<file path="config.mk">
export PLATFORM = sky130hd
export DESIGN_NAME = isp_front
export DESIGN_NICKNAME = d
export VERILOG_FILES = /design/src/rtl/core/isp_pkg.sv /design/src/rtl/core/isp_front.sv
export SDC_FILE = /design/constraint.sdc
export NUM_CORES = 1
export LEC_CHECK = 0
export BUFFER_PORTS_ARGS = -buffer_cell sky130_fd_sc_hd__buf_4
export CORE_AREA = 5 5 207 209
export DETAILED_ROUTE_END_ITERATION = 7
export DIE_AREA = 0 0 212 214
export PLACE_DENSITY = 0.75
export SLEW_MARGIN = 20
export SYNTH_ARGS = -nofsm -noshare
export SYNTH_HDL_FRONTEND = slang
export SYNTH_SLANG_ARGS = --single-unit
</file>
<file path="constraint.sdc">
create_clock -name clk_i -period 5.3 [get_ports clk_i]
set_input_delay 1.06 -clock clk_i [delete_from_list [all_inputs] [get_ports clk_i]]
set_output_delay 1.06 -clock clk_i [all_outputs]
set_load 0.03 [all_outputs]
</file>
<file path="src/rtl/core/isp_pkg.sv">
// shared types and constants of the intensity stretch pixel mapper
package isp_pkg;

  // default viewport size
  localparam int unsigned VIEW_WIDTH_DEF  = 1024;
  localparam int unsigned VIEW_HEIGHT_DEF = 1024;

  // display index constants
  localparam logic [7:0] IDX_MAX     = 8'd255;
  localparam logic [7:0] CHECKER_IDX = 8'd30;
  localparam logic [7:0] REVERSE_MASK = 8'hFF;

  // arithmetic constants
  localparam int unsigned FIX_FRAC   = 26;
  localparam int unsigned DIV_INT    = 8;
  localparam int unsigned DIV_STAGES = DIV_INT + FIX_FRAC;
  localparam int unsigned SQ_STAGES  = 24;
  localparam logic [30:0] LOG_COEF   = 31'd1287863541;
  localparam logic [15:0] SQRT_SCALE = 16'd65025;

  // transfer function codes
  typedef enum logic [1:0] {
    MODE_LINEAR = 2'd0,
    MODE_SQRT   = 2'd1,
    MODE_LOG    = 2'd2,
    MODE_RSVD   = 2'd3
  } mode_e;

  // configuration register indexes
  typedef enum logic [1:0] {
    REG_LEVEL_LOW  = 2'd0,
    REG_LEVEL_HIGH = 2'd1,
    REG_MODE       = 2'd2,
    REG_REVERSE    = 2'd3
  } reg_idx_e;

  // per pixel side information carried along the pipe
  typedef struct packed {
    logic       spec;
    logic [7:0] spec_idx;
    logic [7:0] sqrt_k;
  } side_t;

  // divider / square root stage
  typedef struct packed {
    logic                    valid;
    side_t                   side;
    logic [31:0]             r;
    logic [39:0]             rem;
    logic [DIV_STAGES-1:0]   q;
    logic [47:0]             rhs;
    logic [15:0]             k2;
  } div_t;

  // logarithm stage
  typedef struct packed {
    logic                  valid;
    side_t                 side;
    logic [7:0]            lin;
    logic [1:0]            n;
    logic [26:0]           m;
    logic [SQ_STAGES-1:0]  frac;
  } log_t;

  // after the coefficient multiply
  typedef struct packed {
    logic       valid;
    side_t      side;
    logic [7:0] lin;
    logic [8:0] lidx;
  } coef_t;

endpackage

</file>
<file path="src/rtl/core/isp_front.sv">
// front stages: classification, differences and divider operands
module isp_front import isp_pkg::*; #(
  parameter int unsigned VIEW_WIDTH  = VIEW_WIDTH_DEF,
  parameter int unsigned VIEW_HEIGHT = VIEW_HEIGHT_DEF
) (
  input  logic        clk_i,
  input  logic        rst_ni,
  input  logic        valid_i,
  input  logic [31:0] sample_i,
  input  logic        blank_i,
  input  logic        outside_i,
  input  logic [9:0]  column_i,
  input  logic [9:0]  row_i,
  input  logic [31:0] level_low_i,
  input  logic [31:0] level_high_i,
  input  mode_e       mode_i,
  output div_t        stage_o
);

  logic        s0_valid_q;
  side_t       s0_side_q, s0_side_d;
  logic [31:0] s0_d_q, s0_r_q;
  logic [31:0] d_w, r_w;
  logic        beyond, outside;
  div_t        s1_q, s1_d;

  // classification of the incoming pixel
  always_comb begin
    d_w = sample_i - level_low_i;
    r_w = level_high_i - level_low_i;
    beyond = ({22'd0, column_i} >= VIEW_WIDTH) || ({22'd0, row_i} >= VIEW_HEIGHT);
    outside = outside_i || beyond;
    s0_side_d = '0;
    priority if (outside) begin
      s0_side_d.spec = 1'b1;
      s0_side_d.spec_idx = (column_i[0] ^ row_i[0]) ? CHECKER_IDX : 8'd0;
    end else if (blank_i || ($signed(sample_i) < $signed(level_low_i))) begin
      s0_side_d.spec = 1'b1;
      s0_side_d.spec_idx = 8'd0;
    end else if ($signed(sample_i) > $signed(level_high_i)) begin
      s0_side_d.spec = 1'b1;
      s0_side_d.spec_idx = IDX_MAX;
    end else begin
      s0_side_d.spec = 1'b0;
    end
  end

  always_ff @(posedge clk_i or negedge rst_ni) begin
    if (!rst_ni) begin
      s0_valid_q <= 1'b0;
    end else begin
      s0_valid_q <= valid_i;
    end
  end

  always_ff @(posedge clk_i) begin
    s0_side_q <= s0_side_d;
    s0_d_q    <= d_w;
    s0_r_q    <= r_w;
  end

  // top of window check and divider operands
  always_comb begin
    s1_d       = '0;
    s1_d.valid = s0_valid_q;
    s1_d.side  = s0_side_q;
    if (!s0_side_q.spec && (s0_d_q >= s0_r_q)) begin
      s1_d.side.spec = 1'b1;
      s1_d.side.spec_idx = IDX_MAX;
    end
    s1_d.r = s0_r_q;
    if (mode_i == MODE_LOG) begin
      s1_d.rem = (40'(s0_d_q) << 3) + 40'(s0_d_q);
    end else begin
      s1_d.rem = (40'(s0_d_q) << 8) - 40'(s0_d_q);
    end
    s1_d.rhs = 48'(s0_d_q) * 48'(SQRT_SCALE);
  end

  always_ff @(posedge clk_i or negedge rst_ni) begin
    if (!rst_ni) begin
      s1_q <= '0;
    end else begin
      s1_q <= s1_d;
    end
  end

  assign stage_o = s1_q;

endmodule

</file>
==> impl_metrics.ini <==
[job]
maxCapViolations = 0

[yosys]
synth_area_sq_um = 20100
synth_seq_cells = 193
synth_warnings = 0
syn_inst = 2154
synth.distinct_cells = 76
async_flop_share_pct = 64.8
synth.avg_cell_area_sq_um = 9.32
synth_top_flop_cell = dfrtp_1
synth_enable_flop_cells = 0
synth-seq-area-share_pct = 22.4

[timing]
max_freq_mhz = 182
hold_viol = 0
slew_violations = 0
skew_ns = 0.0146
post-route-min-period_ns = 5.48
rsz0062_at_grt = yes
slew-limit-headroom_pct = 40.9
setup_viol = 17
max_slew.worst_pin.slew_ns = 0.887
fin_crit_sh_pct = 103
setup_slack_ns = -0.182

[detailed_routing]
met1Wirelength_um = 25400
wire_per_inst_um = 19.5
drt_iter0_markers = 970
routed_wirelength_um = 60900
num_vias = 17117
postRouteAntennaNets = 0
via_per_inst = 5.48
wl_met3_um = 3110
met2_length_um = 30400
top_layer_used = met4
remaining_drc_errors = 0
dr.pass1.iters = 6

[worst_hold_path]
min_from = s0_r_q[22]
hold_class = flip-flop to flip-flop
hold_end = stage_o[160]
whs_path_depth = 0

[run_status]
violations = setup timing
status = finished, violations left

[cts]
clk_path_buf_depth = 2
clk_latency_ns = 0.48
ctsRootBufferMaster = clkbuf_16
cts_buffers = 17
cts_tree = yes
cts-htree-levels = 4
cts.sink_count = 193
clk_pin_slew_worst_paths_ns = 0.08

[cells_and_area]
antenna_cells = 0
stdcell_count = 3124
layout_commonest_cell = buf_4
layout-drive-gt1-share_pct = 24.2
layout_common_cells = buf_4 (428), ha_1 (306), inv_1 (293)
n_fill_cell = 3369
area_growth_syn_to_layout_pct = 25.1
final_nets = 3181
multi_input_area_sq_um = 14800
regArea_sq_um = 4560

[placement]
place.gp.congestion = 0.986
dpl.hpwl_um = 50600
io_buffers = 234
place_inst = 3059

[die]
rows = 74
die_h_um = 214
coreArea_sq_um = 40600
die_w_um = 212
start_util_pct = 49.4
ioPinCount = 311
die_area_sq_um = 45400

[global_routing]
antenna_found_initial = 0
grt_pass1_vias = 18019
grt_pass1_wl_um = 96100
grt_usage_pct = 26.6
gr-total-overflow = 0
grt_max_degree = 76

[critical_path]
crit_required_ns = 5.63
end_kind = flip-flop
worst-r2r-setup-slack_ns = -0.18
r2r_start = s0_d_q[4]
critPathLaunchType = flip-flop
worst_r2r_path_depth = 22
reg2reg_to = stage_o[62]
critical_path_class = flip-flop to flip-flop
cp_max_fo = 5
worstPathArrival_ns = 5.81
## per-layer routing
layer  vias to the layer above  GRT usage [%]
li1                       8135              -
met4                         0           9.00
met5                         -              0
met3                       115           3.34
met1                      8311           34.0
met2                       556           46.6
## cell type report
type	count	share of cell area, %
clock inverters	15	0.767
well taps	532	2.65
clock buffers	17	1.69
flip-flops and latches	193	18.1
multi-input cells	1619	58.9
inverters	314	4.71
repair buffers	434	13.1
## logic make-up (layout without fill, tap and decap cells)
group | after synthesis | count (layout) | share of synthesized area [%]
other cells | 1 | 58 | 0.0187
xor+xnor | 150 | 150 | 6.54
buf+inv | 399 | 780 | 8.66
mux | 5 | 5 | 0.274
fa+ha+maj | 479 | 479 | 35.2
flops | 193 | 193 | 22.4
compound gates | 549 | 549 | 17.7
simple gates | 378 | 378 | 9.28
## worst max path at each step
| stage | endpoint | start | cells past startpoint |
|---|---|---|---|
| after detailed placement | stage_o[56] | s0_d_q[5] | 18 |
| after floorplan | stage_o[52] | s0_d_q[5] | 17 |
| after CTS | stage_o[62] | s0_d_q[9] | 17 |
| after global placement | stage_o[60] | s0_d_q[5] | 17 |
| after global routing | stage_o[63] | s0_d_q[13] | 18 |
| final | stage_o[62] | s0_d_q[4] | 22 |
## state kept, by name (all words and copies together) (netlist names)
register and cells:
s0_d_q 32, s0_valid_q 1, s0_side_q 4, s0_r_q 32, stage_o 124
## through the flow
stage	setup WS (ns)	hold WS, ns	utilization [%]	TNS, ns	cell area [sq um]
global placement	-0.352	0.339	58.0	-3.18	23600
detailed placement	-0.451	0.336	58.0	-4.73	23600
floorplan	-0.0167	0.331	-	-0.0167	20500
global route	-0.349	0.346	61.8	-5.38	25100
finish	-0.182	0.345	61.8	-1.86	25100
CTS	-0.145	0.343	61.1	-0.601	24800
## worst max-delay path, cell delays in order, from the launching register on
cell and delay [ns]:
dfxtp_4 0.39, fa_1 0.58, inv_2 0.05, fa_1 0.50, inv_1 0.06, fa_1 0.46
fa_1 0.49, inv_1 0.05, fa_1 0.50, inv_2 0.05, ha_4 0.24, ha_4 0.24
buf_4 0.15, a21o_1 0.15, a21o_1 0.21, a21oi_4 0.20, o22ai_4 0.11, buf_4 0.16
o21ai_4 0.16, a22oi_2 0.10, a41o_1 0.28, nand4b_1 0.10, o211ai_1 0.09
## synth_stat cells, types with 27 or more instances
master	count	area (sq um)
a21o_1	92	691
a21oi_1	173	866
buf_4	64	480
dfrtp_1	125	3130
dfxtp_1	68	1360
fa_1	143	2860
ha_1	336	4200
inv_1	314	1180
nand2_1	99	372
nand3_1	27	135
nor2_1	94	353
nor2b_1	27	169
o21ai_0	101	505
xnor2_1	100	876
xor2_1	50	438
## what timing repair did
action | in CTS | in global routing
hold buffers | 0 | 0
setup buffers | 23 | 12
setup endpoints to repair | 22 | 25
pin swaps | 112 | 43
gates resized for setup | 95 | 41
Power is left out: the tool's default activity adds up to more than one toggle a clock period on the data nets, which glitch-free logic cannot reach.
